$ cat src/hw/rtl/nus_pkg.sv
// Shared constants and the output group type of the NAL unit splitter.
package nus_pkg;

    // Longest unit given out before it is cut
    localparam int unsigned MAX_NAL_BYTES = 65536;
    localparam int unsigned ROOM_W        = $clog2(MAX_NAL_BYTES);

    // Bytes that one input beat can release at most
    localparam int unsigned GROUP_BYTES = 4;
    localparam int unsigned SLOT_W      = $clog2(GROUP_BYTES);
    localparam int unsigned GCNT_W      = $clog2(GROUP_BYTES + 1);

    // Group queue between the front and the back
    localparam int unsigned QDEPTH = 8;
    localparam int unsigned QPTR_W = $clog2(QDEPTH);

    localparam logic [7:0] START_BYTE     = 8'h01;
    localparam logic [4:0] TYPE_DELIMITER = 5'd9;

    // Bytes released by one input beat; last and oversize belong to the final slot
    typedef struct packed {
        logic [GCNT_W-1:0]                cnt;
        logic [GROUP_BYTES-1:0][7:0]      bytes;
        logic [4:0]                       utype;
        logic                             first;
        logic                             last;
        logic                             ov;
    } t_group;

endpackage

$ cat src/hw/rtl/nus_front.sv
// Front end: start code search, unit state and grouping of released bytes.
module nus_front (
    input  logic             i_clk,
    input  logic             i_rst_n,
    input  logic             i_cfg_we,
    input  logic             i_cfg_wdata,
    input  logic             i_accept,
    input  logic [7:0]       i_byte,
    input  logic             i_eos,
    output logic             o_push,
    output nus_pkg::t_group  o_group
);

    logic                       r_drop;
    logic                       r_inside;
    logic                       r_disc;
    logic                       r_hp;
    logic [4:0]                 r_type;
    logic [nus_pkg::ROOM_W-1:0] r_room;
    logic [2:0]                 r_count;
    logic [7:0]                 r_held0;

    logic [4:0][7:0] a;
    logic [2:0]      z;
    logic [2:0]      zmin;
    logic [2:0]      zz;
    logic [2:0]      m;
    logic [2:0]      keep;
    logic [2:0]      k;
    logic            lastf;
    logic            hdr;
    logic [4:0]      type_new;
    logic            disc_new;
    logic            sc;
    logic            active;
    logic            room_lt;
    logic            room_eq;
    logic            cut;
    logic [2:0]      emit;

    always_comb begin
        for (int i = 0; i < 5; i++) begin
            if (3'(i) < r_count) begin
                a[i] = (i == 0) ? r_held0 : 8'h00;
            end else if (3'(i) == r_count) begin
                a[i] = i_byte;
            end else begin
                a[i] = 8'h00;
            end
        end
    end

    // held bytes are one candidate byte followed only by zeros
    always_comb begin
        if (r_count == 3'd0) begin
            z = 3'd0;
        end else if (r_held0 == 8'h00) begin
            z = r_count;
        end else begin
            z = r_count - 3'd1;
        end
    end

    assign zmin     = (z > 3'd3) ? 3'd3 : z;
    assign m        = r_count + 3'd1;
    assign hdr      = r_inside && !r_disc && r_hp && (r_count == 3'd0);
    assign type_new = hdr ? i_byte[4:0] : r_type;
    assign disc_new = r_disc || (hdr && r_drop && (i_byte[4:0] == nus_pkg::TYPE_DELIMITER));
    assign sc       = (i_byte == nus_pkg::START_BYTE) && (z >= 3'd2);

    always_comb begin
        zz   = (i_byte != 8'h00) ? 3'd0 : z + 3'd1;
        keep = ((zz > 3'd3) ? 3'd3 : zz) + 3'd1;
        if (keep > m) begin
            keep = m;
        end
        if (sc) begin
            k     = r_count - zmin;
            lastf = 1'b1;
        end else if (i_eos) begin
            k     = (r_count == 3'd4) ? 3'd4 : m;
            lastf = 1'b1;
        end else begin
            k     = m - keep;
            lastf = 1'b0;
        end
    end

    // cut where the byte count reaches the limit, unless that byte ends the unit anyway
    assign active  = r_inside && !disc_new;
    assign room_lt = r_room < nus_pkg::ROOM_W'(k);
    assign room_eq = r_room == nus_pkg::ROOM_W'(k - 3'd1);
    assign cut     = active && room_lt && !(lastf && room_eq);

    always_comb begin
        if (!active) begin
            emit = 3'd0;
        end else if (cut) begin
            emit = 3'(r_room[1:0]) + 3'd1;
        end else begin
            emit = k;
        end
    end

    always_comb begin
        o_group.cnt   = emit;
        for (int i = 0; i < nus_pkg::GROUP_BYTES; i++) begin
            o_group.bytes[i] = a[i];
        end
        o_group.utype = type_new;
        o_group.first = r_hp;
        o_group.last  = cut || lastf;
        o_group.ov    = cut;
    end

    assign o_push = i_accept && (emit != 3'd0);

    always_ff @(posedge i_clk) begin
        if (!i_rst_n) begin
            r_drop   <= 1'b1;
            r_inside <= 1'b0;
            r_disc   <= 1'b0;
            r_hp     <= 1'b0;
            r_type   <= 5'd0;
            r_room   <= nus_pkg::ROOM_W'(nus_pkg::MAX_NAL_BYTES - 1);
            r_count  <= 3'd0;
            r_held0  <= 8'h00;
        end else begin
            if (i_cfg_we) begin
                r_drop <= i_cfg_wdata;
            end
            if (i_accept) begin
                r_type <= type_new;
                if (sc || i_eos) begin
                    // open a new unit, or search again after the stream ends
                    r_inside <= sc && !i_eos;
                    r_hp     <= sc && !i_eos;
                    r_disc   <= 1'b0;
                    r_room   <= nus_pkg::ROOM_W'(nus_pkg::MAX_NAL_BYTES - 1);
                    r_count  <= 3'd0;
                    r_held0  <= 8'h00;
                end else begin
                    r_disc  <= disc_new || cut;
                    r_hp    <= r_hp && (emit == 3'd0);
                    r_room  <= r_room - nus_pkg::ROOM_W'(emit);
                    r_count <= keep;
                    r_held0 <= a[k];
                end
            end
        end
    end

endmodule

$ cat src/hw/rtl/nus_queue.sv
// Group queue that decouples the front end from the output side.
module nus_queue (
    input  logic             i_clk,
    input  logic             i_rst_n,
    input  logic             i_push,
    input  nus_pkg::t_group  i_group,
    input  logic             i_pop,
    output logic             o_full,
    output logic             o_empty,
    output nus_pkg::t_group  o_head
);

    nus_pkg::t_group              r_mem [nus_pkg::QDEPTH];
    logic [nus_pkg::QPTR_W-1:0]   r_wptr;
    logic [nus_pkg::QPTR_W-1:0]   r_rptr;
    logic [nus_pkg::QPTR_W:0]     r_cnt;

    assign o_full  = r_cnt == (nus_pkg::QPTR_W + 1)'(nus_pkg::QDEPTH);
    assign o_empty = r_cnt == '0;
    assign o_head  = r_mem[r_rptr];

    always_ff @(posedge i_clk) begin
        if (i_push) begin
            r_mem[r_wptr] <= i_group;
        end
    end

    always_ff @(posedge i_clk) begin
        if (!i_rst_n) begin
            r_wptr <= '0;
            r_rptr <= '0;
            r_cnt  <= '0;
        end else begin
            if (i_push) begin
                r_wptr <= r_wptr + 1'b1;
            end
            if (i_pop) begin
                r_rptr <= r_rptr + 1'b1;
            end
            if (i_push && !i_pop) begin
                r_cnt <= r_cnt + 1'b1;
            end else if (!i_push && i_pop) begin
                r_cnt <= r_cnt - 1'b1;
            end
        end
    end

endmodule

$ cat src/hw/rtl/nus_back.sv
// Back end: walks the head group and drives one output beat per byte.
module nus_back (
    input  logic             i_clk,
    input  logic             i_rst_n,
    input  logic             i_empty,
    input  nus_pkg::t_group  i_head,
    output logic             o_pop,
    output logic             o_valid,
    input  logic             i_ready,
    output logic [7:0]       o_data,
    output logic [6:0]       o_user,
    output logic             o_last
);

    logic [nus_pkg::SLOT_W-1:0] r_idx;
    logic                       last_slot;

    assign last_slot = (nus_pkg::GCNT_W'(r_idx) + 1'b1) == i_head.cnt;
    assign o_valid   = !i_empty;
    assign o_data    = i_head.bytes[r_idx];
    assign o_user    = {i_head.ov && last_slot, i_head.first && (r_idx == '0), i_head.utype};
    assign o_last    = i_head.last && last_slot;
    assign o_pop     = o_valid && i_ready && last_slot;

    always_ff @(posedge i_clk) begin
        if (!i_rst_n) begin
            r_idx <= '0;
        end else if (o_valid && i_ready) begin
            // advance within the group, rewind when it is retired
            r_idx <= last_slot ? '0 : r_idx + 1'b1;
        end
    end

endmodule

$ cat src/hw/rtl/h264_nal_unit_splitter_top.sv
// Top level of the H.264 Annex B NAL unit splitter.
// Takes an Annex B byte stream one beat per clock and gives out the bytes of each NAL
// unit with its start code stripped, one beat per clock while the sink is ready. The
// input side never waits on the output as long as the 8-entry group queue has room: each
// input beat is searched for start codes combinationally and the up to four bytes it
// releases are queued as one group; the output side then sends a group one byte per
// cycle, so a beat's bytes appear at the earliest in the cycle after it is accepted. The
// last byte of a unit and up to three trailing zeros are held back until the next start
// code or end of stream decides their fate. The delimiter-drop register resets to 1 and
// is written with i_cfg_we high; change it only while no stream is in flight.
module h264_nal_unit_splitter_top (
    input  logic       i_clk,
    input  logic       i_rst_n,
    input  logic       i_cfg_we,
    input  logic       i_cfg_wdata,     // drop_delimiters
    input  logic       i_s_tvalid,
    output logic       o_s_tready,
    input  logic [7:0] i_s_tdata,       // [7:0] stream_byte
    input  logic       i_s_tlast,       // end_of_stream
    output logic       o_m_tvalid,
    input  logic       i_m_tready,
    output logic [7:0] o_m_tdata,       // [7:0] unit_byte
    output logic [6:0] o_m_tuser,       // [4:0] unit_type, [5] first_of_unit, [6] oversize
    output logic       o_m_tlast        // last_of_unit
);

    logic            s_accept;
    logic            push;
    logic            pop;
    logic            full;
    logic            empty;
    nus_pkg::t_group grp_in;
    nus_pkg::t_group grp_head;

    assign o_s_tready = !full;
    assign s_accept   = i_s_tvalid && o_s_tready;

    nus_front u_front (
        .i_clk       (i_clk),
        .i_rst_n     (i_rst_n),
        .i_cfg_we    (i_cfg_we),
        .i_cfg_wdata (i_cfg_wdata),
        .i_accept    (s_accept),
        .i_byte      (i_s_tdata),
        .i_eos       (i_s_tlast),
        .o_push      (push),
        .o_group     (grp_in)
    );

    nus_queue u_queue (
        .i_clk   (i_clk),
        .i_rst_n (i_rst_n),
        .i_push  (push),
        .i_group (grp_in),
        .i_pop   (pop),
        .o_full  (full),
        .o_empty (empty),
        .o_head  (grp_head)
    );

    nus_back u_back (
        .i_clk   (i_clk),
        .i_rst_n (i_rst_n),
        .i_empty (empty),
        .i_head  (grp_head),
        .o_pop   (pop),
        .o_valid (o_m_tvalid),
        .i_ready (i_m_tready),
        .o_data  (o_m_tdata),
        .o_user  (o_m_tuser),
        .o_last  (o_m_tlast)
    );

endmodule

$ cat config.mk
export PLATFORM = sky130hd
export DESIGN_NAME = h264_nal_unit_splitter_top
export DESIGN_NICKNAME = d
export VERILOG_FILES = /design/src/hw/rtl/nus_pkg.sv /design/src/hw/rtl/nus_front.sv /design/src/hw/rtl/nus_queue.sv /design/src/hw/rtl/nus_back.sv /design/src/hw/rtl/h264_nal_unit_splitter_top.sv
export SDC_FILE = /design/constraint.sdc
export NUM_CORES = 1
export LEC_CHECK = 0
export BUFFER_PORTS_ARGS = -buffer_cell sky130_fd_sc_hd__buf_2
export CAP_MARGIN = 20
export CORE_UTILIZATION = 35
export CTS_CLUSTER_DIAMETER = 80
export DETAILED_ROUTE_END_ITERATION = 12
export PLACE_DENSITY_LB_ADDON = 0.25
export SYNTH_ARGS = -nofsm -noshare
export SYNTH_HDL_FRONTEND = slang
export SYNTH_HIERARCHICAL = 1
export SYNTH_SLANG_ARGS = --single-unit
export TNS_END_PERCENT = 100
$ cat constraint.sdc
create_clock -name i_clk -period 18.4 [get_ports i_clk]
set_clock_uncertainty 0.2 [all_clocks]
set_input_delay 2.76 -clock i_clk [delete_from_list [all_inputs] [get_ports i_clk]]
set_output_delay 2.76 -clock i_clk [all_outputs]
set_load 0.02 [all_outputs]
# [Yosys cells after proc, flatten, opt, wreduce, memory -nomap -nowiden]
# Memory sizes are Yosys's and may differ from the RTL's. A register that Yosys moved wholly into a read port is not among the register bits.
# Cells that the tools add are included.
[op_classes] bitwise=0 n_mul=0 div_mod_pow=0 reduce_logical=42 shift=0 order_cmp=12 muxes=40 n_addsub=15 eq_ne=10
[op_table] cell="$mux W8" count=13
[op_table] cell="$mux W3" count=14
[op_table] cell="$bmux W8 S3" count=1
[op_table] cell="$logic_and A1 B1 Y1" count=21
[op_table] cell="$bmux W8 S2" count=1
[op_table] cell="$eq A16 B16 Y1" count=1
[op_table] cell="$lt A16 B3 Y1" count=1
[op_table] cell="$mux W16" count=1
[op_table] cell="$sub A16 B3 Y16" count=1
[op_table] cell="$add A3 B1 Y3 const B" count=5
[op_table] cell="$eq A8 B1 Y1 const B" count=1
[op_table] cell="$logic_not A1 Y1" count=8
[op_table] cell="$logic_not A8 Y1" count=1
[op_table] cell="$mux W4" count=2
[op_table] cell="$reduce_bool A8 Y1" count=1
[op_table] cell="$add A2 B1 Y3 const B" count=2
[op_table] cell="$eq A2 B3 Y1 const A" count=2
[op_table] cell="$gt A3 B2 Y1 const B" count=2
[op_table] cell="$logic_not A3 Y1" count=2
[op_table] cell="$lt A1 B3 Y1 const A" count=2
[op_table] cell="$lt A2 B3 Y1 const A" count=2
[op_table] cell="$mux W1" count=6
[op_table] cell="$sub A3 B3 Y3" count=2
[op_table] cell="$eq A5 B4 Y1 const B" count=1
[op_table] cell="other kinds (23)" count=26
[totals] output_inout_bits=18 mem_count=1 latch_bits=0 wordCells=132 reg_bits=48 ramBits=344 input_bits=15 mem_bits_ro=0
[mem_list] memory="u_queue.r_mem" depth=8 word_bits=43 read_ports=1 rd_ports_with_merged_regs=1 wr=1 line_no="nus_queue.sv:13" text="nus_pkg::t_group r_mem [nus_pkg::QDEPTH];"

# [Depth between registers and ports, before layout]
# Gate-level depths: netlist of the first run.
[depth] ltp_word=26 ltp_mapped=38 ltp_nobuf=35

# [Hierarchy]
# Netlist of the first run, hierarchy kept.
[by_module_without_submodules] module="nus_queue" area_per_inst_um2=13812.0 instances=1 seq_area_each_um2=10590.2 cells_per_inst=567
[by_module_without_submodules] module="nus_front" area_per_inst_um2=3168.0 instances=1 seq_area_each_um2=720.7 cells_per_inst=393
[by_module_without_submodules] module="nus_back" area_per_inst_um2=415.4 instances=1 seq_area_each_um2=40.0 cells_per_inst=37
[by_module_without_submodules] module="h264_nal_unit_splitter_top" area_per_inst_um2=10.0 instances=1 seq_area_each_um2=0.0 cells_per_inst=2

# [Worst setup path after synthesis of the first run]
# No wires, ideal clock.
[synth_path] path_type="input -> register" start="input i_s_tdata[6]" end="memory u_queue/r_mem[4][0] (netlist name) (enable)" path_buffers=0 t_required_ns=17.703 path_stages=22 slack_ns=6.663 setup_ns=0.497 arrival_time_ns=11.040 cell_sequence="or4_1 -> nand2b_1 -> a21oi_1 -> ha_1 -> ha_1 -> and3b_1 -> nor2_1 -> a31oi_1 -> mux2_2 -> fa_1 -> o211ai_1 -> o21ai_2 -> ha_1 -> xor2_1 -> nand2b_1 -> o311ai_1 -> a221oi_2 -> a31oi_4 -> mux2i_1 -> a211oi_1 -> nand2_1 -> nor3_1"
[synth_between] elab_chain_len=21 elab_cells_between_ends=26 cone_classes="add/sub (3); order compare (3); eq/ne (2); mux (10); reduce/logical (8)"
[synth_rtl] item="start, declared" line_no="h264_nal_unit_splitter_top.sv:18" text="input logic [7:0] i_s_tdata,"
[synth_rtl] item="$reduce_bool A8 Y1" line_no="nus_front.sv:72" text="zz = (i_byte != 8'h00) ? 3'd0 : z + 3'd1;"
[synth_rtl] item="$mux W3" line_no="nus_front.sv:72"
[synth_rtl] item="$gt A3 B2 Y1" line_no="nus_front.sv:73" text="keep = ((zz > 3'd3) ? 3'd3 : zz) + 3'd1;"
[synth_rtl] item="$mux W3" line_no="nus_front.sv:73"
[synth_rtl] item="$add A3 B1 Y3" line_no="nus_front.sv:73"
[synth_rtl] item="$gt A3 B3 Y1" line_no="nus_front.sv:74" text="if (keep > m) begin"
[synth_rtl] item="$mux W3" line_no="nus_front.sv:74"
[synth_rtl] item="$sub A3 B3 Y3" line_no="nus_front.sv:84" text="k = m - keep;"
[synth_rtl] item="[6 not listed]"
[synth_rtl] item="$logic_and A1 B1 Y1" line_no="nus_front.sv:93" text="assign cut = active && room_lt && !(lastf && room_eq);"
[synth_rtl] item="$mux W3 *" line_no="nus_front.sv:98" text="end else if (cut) begin"
[synth_rtl] item="$mux W3 *" line_no="nus_front.sv:96" text="if (!active) begin"
[synth_rtl] item="$reduce_bool A3 Y1 *" line_no="nus_front.sv:116" text="assign o_push = i_accept && (emit != 3'd0);"
[synth_rtl] item="$logic_and A1 B1 Y1 *" line_no="nus_front.sv:116"
[synth_rtl] item="named net push" line_no="h264_nal_unit_splitter_top.sv:28" text="logic push;"
[synth_rtl] item="$mux W1 *" line_no="nus_queue.sv:23" text="if (i_push) begin"
[synth_rtl] item="$mux W1 (not written as such) *" line_no="nus_queue.sv:24" text="r_mem[r_wptr] <= i_group;"
[synth_rtl] item="end, declared" line_no="nus_queue.sv:13"
# Mark *: on every way through the listed nets, which the timed path passes. The rest lies on a longest branch.

==> results of run 1 <==
per-layer routing:
metal / track usage, % / routed length, µm
met1: 21.9 / 17800
met2: 23.8 / 17200
met3: 3.00 / 2010
met4: 4.19 / 817
met5: 0 / 26
per-stage QoR:
step | power, mW | setup WS (ps) | util, % | std cells | area (µm²)
3_5_place_dp | 1.04 | 7540 | 37.3 | 1660 | 18200
4_1_cts | 1.89 | 8090 | 40.1 | 1736 | 19600
2_1_floorplan | 1.02 | 6660 | - | 999 | 17400
5_1_grt | 1.93 | 7820 | 40.1 | 1737 | 19700
3_3_place_gp | 1.03 | 7660 | 37.3 | 1660 | 18200
6_report | 1.87 | 8320 | 40.1 | 1737 | 19700
sequential cells by signal, indices dropped and copies added, names as in the netlist, named ones only:
| name | flops |
|---|---|
| u_queue/r_mem | 344 |
| u_front/r_room | 16 |
| u_front/r_held0 | 8 |
| u_front/r_type | 5 |
| u_queue/r_cnt | 4 |
| u_front/r_count | 3 |
| u_queue/r_rptr | 3 |
| u_queue/r_wptr | 3 |
| u_back/r_idx | 2 |
| u_front/r_disc | 1 |
| u_front/r_drop | 1 |
| u_front/r_hp | 1 |
| u_front/r_inside | 1 |
logic make-up (layout without fill, tap and decap cells):
| kind of cell | after synthesis | in the layout | share of synthesized area [%] |
|---|---|---|---|
| AOI/OAI and AO/OA | 82 | 82 | 3.26 |
| xor gates and xnor gates | 26 | 26 | 1.39 |
| adders and majority gates | 30 | 30 | 2.33 |
| buffers and inverters | 73 | 147 | 2.40 |
| DFF | 395 | 395 | 65.2 |
| muxes | 165 | 165 | 18.5 |
| and+or+nand+nor | 228 | 228 | 6.93 |
placed cells by master (no fill, tap or decap), types with 5 or more instances in the layout:
master	instances
edfxtp_1	344
mux4_2	84
nand2_1	72
dfxtp_1	48
clkbuf_16	43
mux2_4	41
buf_2	32
and2_1	32
nor2_1	29
ha_1	26
inv_1	23
a21oi_1	19
mux4_1	18
nand3_1	16
buf_4	15
xnor2_1	14
o21ai_0	13
xor2_1	11
nor3_1	11
mux2i_1	11
a22oi_1	10
nand2b_1	9
mux2_2	9
nor4_1	9
clkbuf_1	8
o21ai_1	8
nor2b_1	7
clkinv_1	7
clkinv_2	6
nor2_4	6
bufinv_16	5
final timing paths:
kind,from,end,slack [ps],depth (start not counted)
setup / recovery,i_s_tdata[6],u_front/r_room[14]$_SDFFE_PN1P_,8320,30
hold / removal,u_front/r_type[4]$_SDFFE_PN0P_,u_front/r_type[4]$_SDFFE_PN0P_,270,2
setup reg to reg,u_front/r_count[0]$_SDFFE_PN0P_,u_front/r_room[14]$_SDFFE_PN1P_,9120,33
hold reg to reg,u_front/r_type[4]$_SDFFE_PN0P_,u_front/r_type[4]$_SDFFE_PN0P_,270,2
where the power goes:
part           total (mW)  internal [mW]  switching (mW)
combinational      0.0498         0.0162          0.0335
clock               0.852          0.505           0.347
sequential          0.967          0.966         0.00132
critical path, delay by kind of cell:
| kind | cells | cell delay, ps |
|---|---|---|
| AOI/OAI and AO/OA | 8 | 2290 |
| adders and majority gates | 7 | 2260 |
| and+or+nand+nor | 9 | 2140 |
| muxes | 2 | 400 |
| xor gates and xnor gates | 2 | 280 |
| buffers and inverters | 2 | 190 |
layout make-up:
type	instances	share of cell area, %
Multi-Input combinational cell	531	29.0
Clock buffer	52	5.70
Clock inverter	24	1.39
Timing Repair Buffer	48	1.45
Tap cell	664	4.23
Sequential cell	395	57.8
Inverter	23	0.439
==> run_results.csv, run 1 <==
group,metric,value,unit
detailed_routing,drt-pass1-iter-count,5,
synth,async_flop_share,0,%
synth,synth_edf_count,344,
sta,setup_viol,0,
grt,grt-ovfl-total,0,
sta,rsz0062_at_grt,"no",
die,dieWidth,225,µm
sta,finalCritPeriodShare,54.8,%
die,ios,33,
setup_path,critPathKind,"input port to flip-flop",
place,hpwl,22600,µm
cts,cts_setup_buffers,0,
die,start_util,35.6,%
detailed_routing,dr_total_vias,8953,
synth,syn-num-nets,1044,
sta,slew_violations,0,
synth,yosys-top-cells-count,"344 x edfxtp_1, 84 x mux4_2, 72 x nand2_1",
setup_path,cp_common_cell,"ha_1",
grt,antenna_found_initial,4,
pwr,p_per_area,95.1,nW/µm²
worst_hold_path,hold_class,"flip-flop to flip-flop",
detailed_routing,vias_per_cell,5.15,
cts,clkTransAtPathRegs,60,ps
grt,grt_pass1_vias,9206,
die,core_area,49000,µm²
sta,clock.fmax,0.0992,GHz
grt,grt_usage,15.3,%
final_layout,multi_input_area,5700,µm²
sta,whs,275,ps
synth,ys_warn_count,6,
setup_path,critPathMaxFanout,11,
setup_path,slowest_delay,610,ps
synth,yosys.area.top_type,"edfxtp_1",
cts,cts_resized,0,
detailed_routing,drt_iter0_drc,706,
synth,yosysMostFrequentCell,"edfxtp_1",
synth,ys_ff_latch,395,
sta,worst_pin_slew,1020,ps
synth,synth_top_area_share,59.3,%
grt,grt_max_degree,53,
detailed_routing,postRouteAntennaNets,0,
cts,tritoncts,"built",
synth,netlist_area,17400,µm²
cts,clock_latency,540,ps
final_layout,drive_gt1_share,25.4,%
cts,clk_path_buf_depth,3,
synth,syn_area_per_cell,17.4,µm²
synth,yosysSeqAreaShare,65.2,%
grt,grt_pass1_wl,57800,µm
setup_path,worst_ep_arrival_time,10320,ps
place,portBuffers,32,
cts,cts_max_level,2,
die,die-area,50600,µm²
pwr,power.leakage,6.34,nW
cts,holdBufCountCts,0,
sta,relSlewSlack,30.6,%
setup_path,crit_path_end_kind,"flip-flop",
cts,cts-root-buf,"clkbuf_16",
pwr,vdd_drop_max,51.4,µV
final_layout,nets,1086,
sta,hold_viol,0,
final_layout,synthToLayoutAreaGrowth,12.9,%
cts,cts.sinks,395,
setup_path,critPathLaunchType,"input port",
cts,cts_made_buffers,42,
run,drv_cap,0,
synth,syn_inst,999,
final_layout,regArea,11400,µm²
outcome,status,"finished clean",
final_layout,fillers,4464,
synth,synth_cell_types,69,
die,num_rows,81,
synth,synth_area_leaders,"edfxtp_1 59%, mux4_2 11%, dfxtp_1 5.9%, mux2_4 3.5%, mux4_1 2.7%",
sta,post-route-min-period,10080,ps
setup_path,worstPathRequired,18630,ps
sta,final.setup.tns,0,ps
detailed_routing,drc,0,
place,place.gp.congestion,0.803,
detailed_routing,wl,37900,µm
die,fp.dieH,225,µm
detailed_routing,post_drt_wl_per_cell,21.8,µm
final_layout,diodes,0,
synth,synthFlopType,"edfxtp_1",
setup_path,cp_slowest_cell,"or4_1",
(Power assumes the default switching activity.)
==> run 2: changes to the inputs <==
- clock period: 18.4 -> 9.9 ns (I/O delays scaled with it)
==> run_results.csv, run 2 (synthesis results as in run 1) <==
group,metric,value,unit
detailed_routing,wl,37700,µm
final_layout,diodes,0,
die,ios,33,
final_layout,fillers,4436,
cts,holdBufCountCts,0,
place,placed_cells,1663,
detailed_routing,drc,0,
final_layout,largest_reg_flops,344,
sta,worst_pin_slew,1100,ps
setup_path,critPathKind,"flip-flop to flip-flop",
setup_path,path_buf_inv,3,
place,dp_slack,778,ps
sta,relSlewSlack,26.5,%
setup_path,crit_family,"adder cells",
pwr,comb_power_share,2.7,%
outcome,status,"finished clean",
cts,cts_made_buffers,43,
cts,clkTransAtPathRegs,60,ps
die,fp.dieH,225,µm
final_layout,synthToLayoutAreaGrowth,13.4,%
die,dieWidth,225,µm
cts,cts_resized,0,
pwr,p_int,2.71,mW
grt,grt-ovfl-total,0,
pwr,switching_share,20.7,%
pwr,p_seq_share,52.6,%
run,drv_cap,0,
detailed_routing,post_drt_wl_per_cell,21.6,µm
die,num_rows,81,
sta,finalCritPeriodShare,91.1,%
grt,grt_pass1_wl,57400,µm
detailed_routing,drt_iter0_drc,650,
setup_path,critPathLaunchType,"flip-flop",
cts,cts-root-buf,"clkbuf_16",
sta,post-route-min-period,9020,ps
pwr,p_clk_share,44.8,%
sta,finalWorstSetupSlack,881,ps
grt,grt_max_degree,49,
sta,slew_violations,0,
cts,cts_setup_buffers,0,
sta,whs,259,ps
cts,clk_path_buf_depth,3,
pwr,power.switching,707,µW
place,portBuffers,32,
cts,clock_latency,570,ps
final_layout,instances_no_fill,1743,
detailed_routing,drt-pass1-iter-count,7,
cts,tritoncts,"built",
final_layout,nets,1089,
sta,rsz0062_at_grt,"no",
final_layout,drive_gt1_share,25.5,%
detailed_routing,dr_total_vias,8950,
sta,clock.fmax,0.111,GHz
sta,setup_viol,0,
final_layout,reg.largest.list,"u_queue/r_mem x344, u_front/r_room x16, u_front/r_held0 x8",
pwr,power.leakage,6.33,nW
final_layout,layout_common_cells,"344 x edfxtp_1, 84 x mux4_2, 72 x nand2_1",
setup_path,worstPathRequired,10140,ps
setup_path,cp_common_cell,"ha_1",
worst_hold_path,hold_class,"flip-flop to flip-flop",
cts,cts_max_level,2,
pwr,power,3.42,mW
setup_path,crit_path_end_kind,"flip-flop",
detailed_routing,vias_per_cell,5.13,
place,hpwl,20800,µm
pwr,vdd_drop_max,124,µV
final_layout,layout_commonest_cell,"edfxtp_1",
final_layout,largest_register,"u_queue/r_mem",
die,die-area,50600,µm²
grt,grt_usage,15.3,%
grt,antenna_found_initial,0,
setup_path,worst_ep_arrival_time,9260,ps
setup_path,slowest_delay,570,ps
place,place.gp.congestion,0.815,
sta,final.setup.tns,0,ps
grt,grt_pass1_vias,9325,
cts,cts.sinks,395,
detailed_routing,postRouteAntennaNets,0,
setup_path,cp_slowest_cell,"ha_1",
die,core_area,49000,µm²
pwr,p_per_area,173,nW/µm²
die,start_util,35.6,%
sta,hold_viol,0,
setup_path,critPathMaxFanout,14,
==> run 2: cell count changes in the layout (fill, tap and decap cells not counted), moves of 2 or more <==
cell / before / now
bufinv_16: 5 / 2
clkinvlp_4: 3 / 5
nor3_4: 0 / 2
buf_4: 15 / 10
buf_12: 0 / 8
clkbuf_1: 8 / 10
nor3_2: 3 / 1
clkinv_1: 7 / 9
==> run 2: area by class of cell <==
class	instances	area [µm²]	share of cell area (%)
inverter	23	86.3	0.437
tap	664	831	4.21
sequential	395	11400	57.6
timing repair buffer	50	395	2.00
clock buffer	56	1170	5.91
clock inverter	24	190	0.963
multi-input combinational	531	5710	28.9
==> run 2: power groups by stage <==
stage	Clock, mW	Sequential [mW]	Combinational, mW
floorplan	0	1.83	0.0601
global placement	0	1.83	0.0898
detailed placement	0	1.83	0.0909
CTS	1.58	1.80	0.0917
global route	1.63	1.80	0.101
finish	1.53	1.80	0.0917
==> run 2: through the flow <==
stage | utilization, % | cell area, µm²
after detailed placement | 37.6 | 18400
after global routing | 40.3 | 19700
final | 40.3 | 19700
after floorplan | - | 17400
after CTS | 40.3 | 19700
after global placement | 37.6 | 18400
==> run 2: worst min-delay path, delay by kind of cell (launching register included) <==
family,cells,cell delay [ps]
AO/OA/AOI/OAI,1,60
AND/OR/NAND/NOR,1,50
flip-flops,1,320
==> run 2: final timing paths <==
kind                                   start  slack [ps]                         endpoint  cells past startpoint
max          u_front/r_count[0]$_SDFFE_PN0P_         880  u_front/r_room[14]$_SDFFE_PN1P_                     34
min              u_front/r_disc$_SDFFE_PN0P_         260      u_front/r_disc$_SDFFE_PN0P_                      2
max reg2reg  u_front/r_count[0]$_SDFFE_PN0P_         880  u_front/r_room[14]$_SDFFE_PN1P_                     34
min reg2reg      u_front/r_disc$_SDFFE_PN0P_         260      u_front/r_disc$_SDFFE_PN0P_                      2
==> run 2: metal layers <==
metal | GRT usage, % | wire length (µm)
met5 | 0 | 0
met4 | 4.92 | 783
met3 | 2.40 | 1510
met2 | 23.8 | 17500
met1 | 21.8 | 17800
==> run 3: changes to the inputs <==
- ABC_AREA: default -> 1
==> run_results.csv, run 3 <==
group,metric,value,unit
final_layout,drive_gt1_share,9.25,%
grt,grt_pass1_vias,12400,
synth,yosysMostFrequentCell,"nor2_1",
synth,async_flop_share,0,%
place,placed_cells,2454,
grt,grt_pass1_wl,71800,µm
setup_path,slowest_delay,650,ps
final_layout,synthToLayoutAreaGrowth,12.2,%
detailed_routing,post_drt_wl_per_cell,18.3,µm
cts,clock_latency,570,ps
grt,grt_max_degree,98,
cts,tritoncts,"built",
setup_path,cp_slowest_cell,"nor2_4",
pwr,power.leakage,7.74,nW
synth,synth_edf_count,344,
sta,finalCritPeriodShare,84.7,%
detailed_routing,drt-pass1-iter-count,5,
cts,cts.sinks,395,
sta,hold_viol,0,
synth,synth_cell_types,43,
synth,netlist_area,18000,µm²
final_layout,nets,1872,
final_layout,largest_reg_flops,344,
final_layout,reg.largest.list,"u_queue/r_mem x344, u_front/r_room x16, u_front/r_held0 x8",
cts,cts-root-buf,"clkbuf_16",
die,die-area,52200,µm²
cts,cts_resized,0,
detailed_routing,postRouteAntennaNets,0,
pwr,vdd_drop_max,112,µV
detailed_routing,vias_per_cell,4.98,
cts,cts_made_buffers,43,
synth,synth_top_area_share,57.5,%
synth,syn_area_per_cell,9.90,µm²
cts,cts_max_level,2,
sta,worst_pin_slew,1120,ps
sta,post-route-min-period,8380,ps
synth,synth_area_leaders,"edfxtp_1 58%, nor2_1 9.3%, nand2_1 6.7%, dfxtp_1 5.7%, o21ai_0 4.6%",
sta,clock.fmax,0.119,GHz
setup_path,critPathMaxFanout,24,
cts,holdBufCountCts,0,
synth,yosys.area.top_type,"edfxtp_1",
pwr,power,3.49,mW
place,hpwl,28300,µm
synth,yosysSeqAreaShare,63.2,%
sta,relSlewSlack,24.6,%
sta,setup_viol,0,
detailed_routing,drt_iter0_drc,1030,
place,portBuffers,32,
sta,whs,269,ps
die,dieWidth,229,µm
run,drv_cap,0,
die,ios,33,
grt,grt-ovfl-total,0,
final_layout,layout_commonest_cell,"nor2_1",
cts,clk_path_buf_depth,3,
setup_path,critPathLaunchType,"flip-flop",
sta,final.setup.tns,0,ps
pwr,p_per_area,173,nW/µm²
synth,syn-num-nets,1859,
place,place.gp.congestion,0.838,
final_layout,largest_register,"u_queue/r_mem",
grt,grt_usage,17.8,%
die,fp.dieH,229,µm
detailed_routing,drc,0,
detailed_routing,wl,46400,µm
synth,ys_ff_latch,395,
worst_hold_path,hold_class,"flip-flop to flip-flop",
synth,syn_inst,1814,
final_layout,fin_util,40.0,%
synth,synthFlopType,"edfxtp_1",
sta,slew_violations,0,
cts,cts_setup_buffers,0,
setup_path,cp_common_cell,"nand2_1",
grt,antenna_found_initial,1,
synth,ys_warn_count,6,
final_layout,layout_common_cells,"437 x nor2_1, 344 x edfxtp_1, 321 x nand2_1",
setup_path,critPathKind,"flip-flop to flip-flop",
setup_path,worstPathRequired,9950,ps
die,start_util,35.7,%
final_layout,instances_no_fill,2534,
synth,yosys-top-cells-count,"445 x nor2_1, 344 x edfxtp_1, 321 x nand2_1",
cts,clkTransAtPathRegs,60,ps
setup_path,crit_path_end_kind,"flip-flop",
outcome,status,"finished clean",
die,core_area,50400,µm²
die,num_rows,82,
detailed_routing,dr_total_vias,12600,
sta,rsz0062_at_grt,"no",
setup_path,worst_ep_arrival_time,8440,ps
## run 3: layout make-up
class                   instances  area (µm²)
fillers                      4845       30200
diodes                          2        5.00
clock buffers                  59        1240
inverters                     104         400
well taps                     672         841
repair buffers                 60         425
clock inverters                19         145
flip-flops and latches        395       11400
multi-input cells            1223        5730
## run 3: final timing paths
| kind | start | endpoint | slack, ps | depth (start not counted) |
|---|---|---|---|---|
| setup reg to reg | u_front/r_count[0]$_SDFFE_PN0P_ | u_queue/r_mem[6][25]$_DFFE_PP_ | 1520 | 38 |
| setup / recovery | u_front/r_count[0]$_SDFFE_PN0P_ | u_queue/r_mem[6][25]$_DFFE_PP_ | 1520 | 38 |
| hold reg to reg | u_front/r_drop$_SDFFE_PN1P_ | u_front/r_drop$_SDFFE_PN1P_ | 270 | 2 |
| hold / removal | u_front/r_drop$_SDFFE_PN1P_ | u_front/r_drop$_SDFFE_PN1P_ | 270 | 2 |
## run 3: power breakdown
| group | switching (mW) | internal [mW] | leakage, nW | total, mW |
|---|---|---|---|---|
| clock network | 0.647 | 0.926 | 0.677 | 1.57 |
| registers | 0.00374 | 1.80 | 3.58 | 1.81 |
| logic | 0.0813 | 0.0303 | 3.48 | 0.112 |
| total | 0.732 | 2.76 | 7.74 | 3.49 |
## run 3: layer usage
layer	global-route usage [%]	wire [µm]	vias to the layer above
met5	0.919	66	-
met2	28.8	21600	335
met1	23.9	20700	6050
met3	3.32	2760	79
li1	-	-	6161
met4	5.98	1230	2
## run 3: kinds of logic (layout without fill, tap and decap cells)
logic type,count (synthesis),count (layout),share of synthesized area [%]
AOI/OAI and AO/OA,308,308,9.04
xor gates and xnor gates,12,12,0.627
adders and majority gates,30,30,2.26
buffers and inverters,196,242,5.29
DFF,395,395,63.2
other,0,2,0
and+or+nand+nor,873,873,19.6
## run 3: critical path, delay by kind of cell (launching register included)
kind                       cells  cell delay (ps)
adders and majority gates      6             1640
buffers and inverters          7             1460
and+or+nand+nor               20             3380
xor gates and xnor gates       1              130
AOI/OAI and AO/OA              4              720
DFF                            1              540
## run 3: per-stage QoR
stage / setup slack [ps] / area (µm²)
after global routing: 852 / 20100
after global placement: 1320 / 18700
after floorplan: 1140 / 18000
after detailed placement: 1100 / 18800
final: 1520 / 20100
after CTS: 1580 / 20100
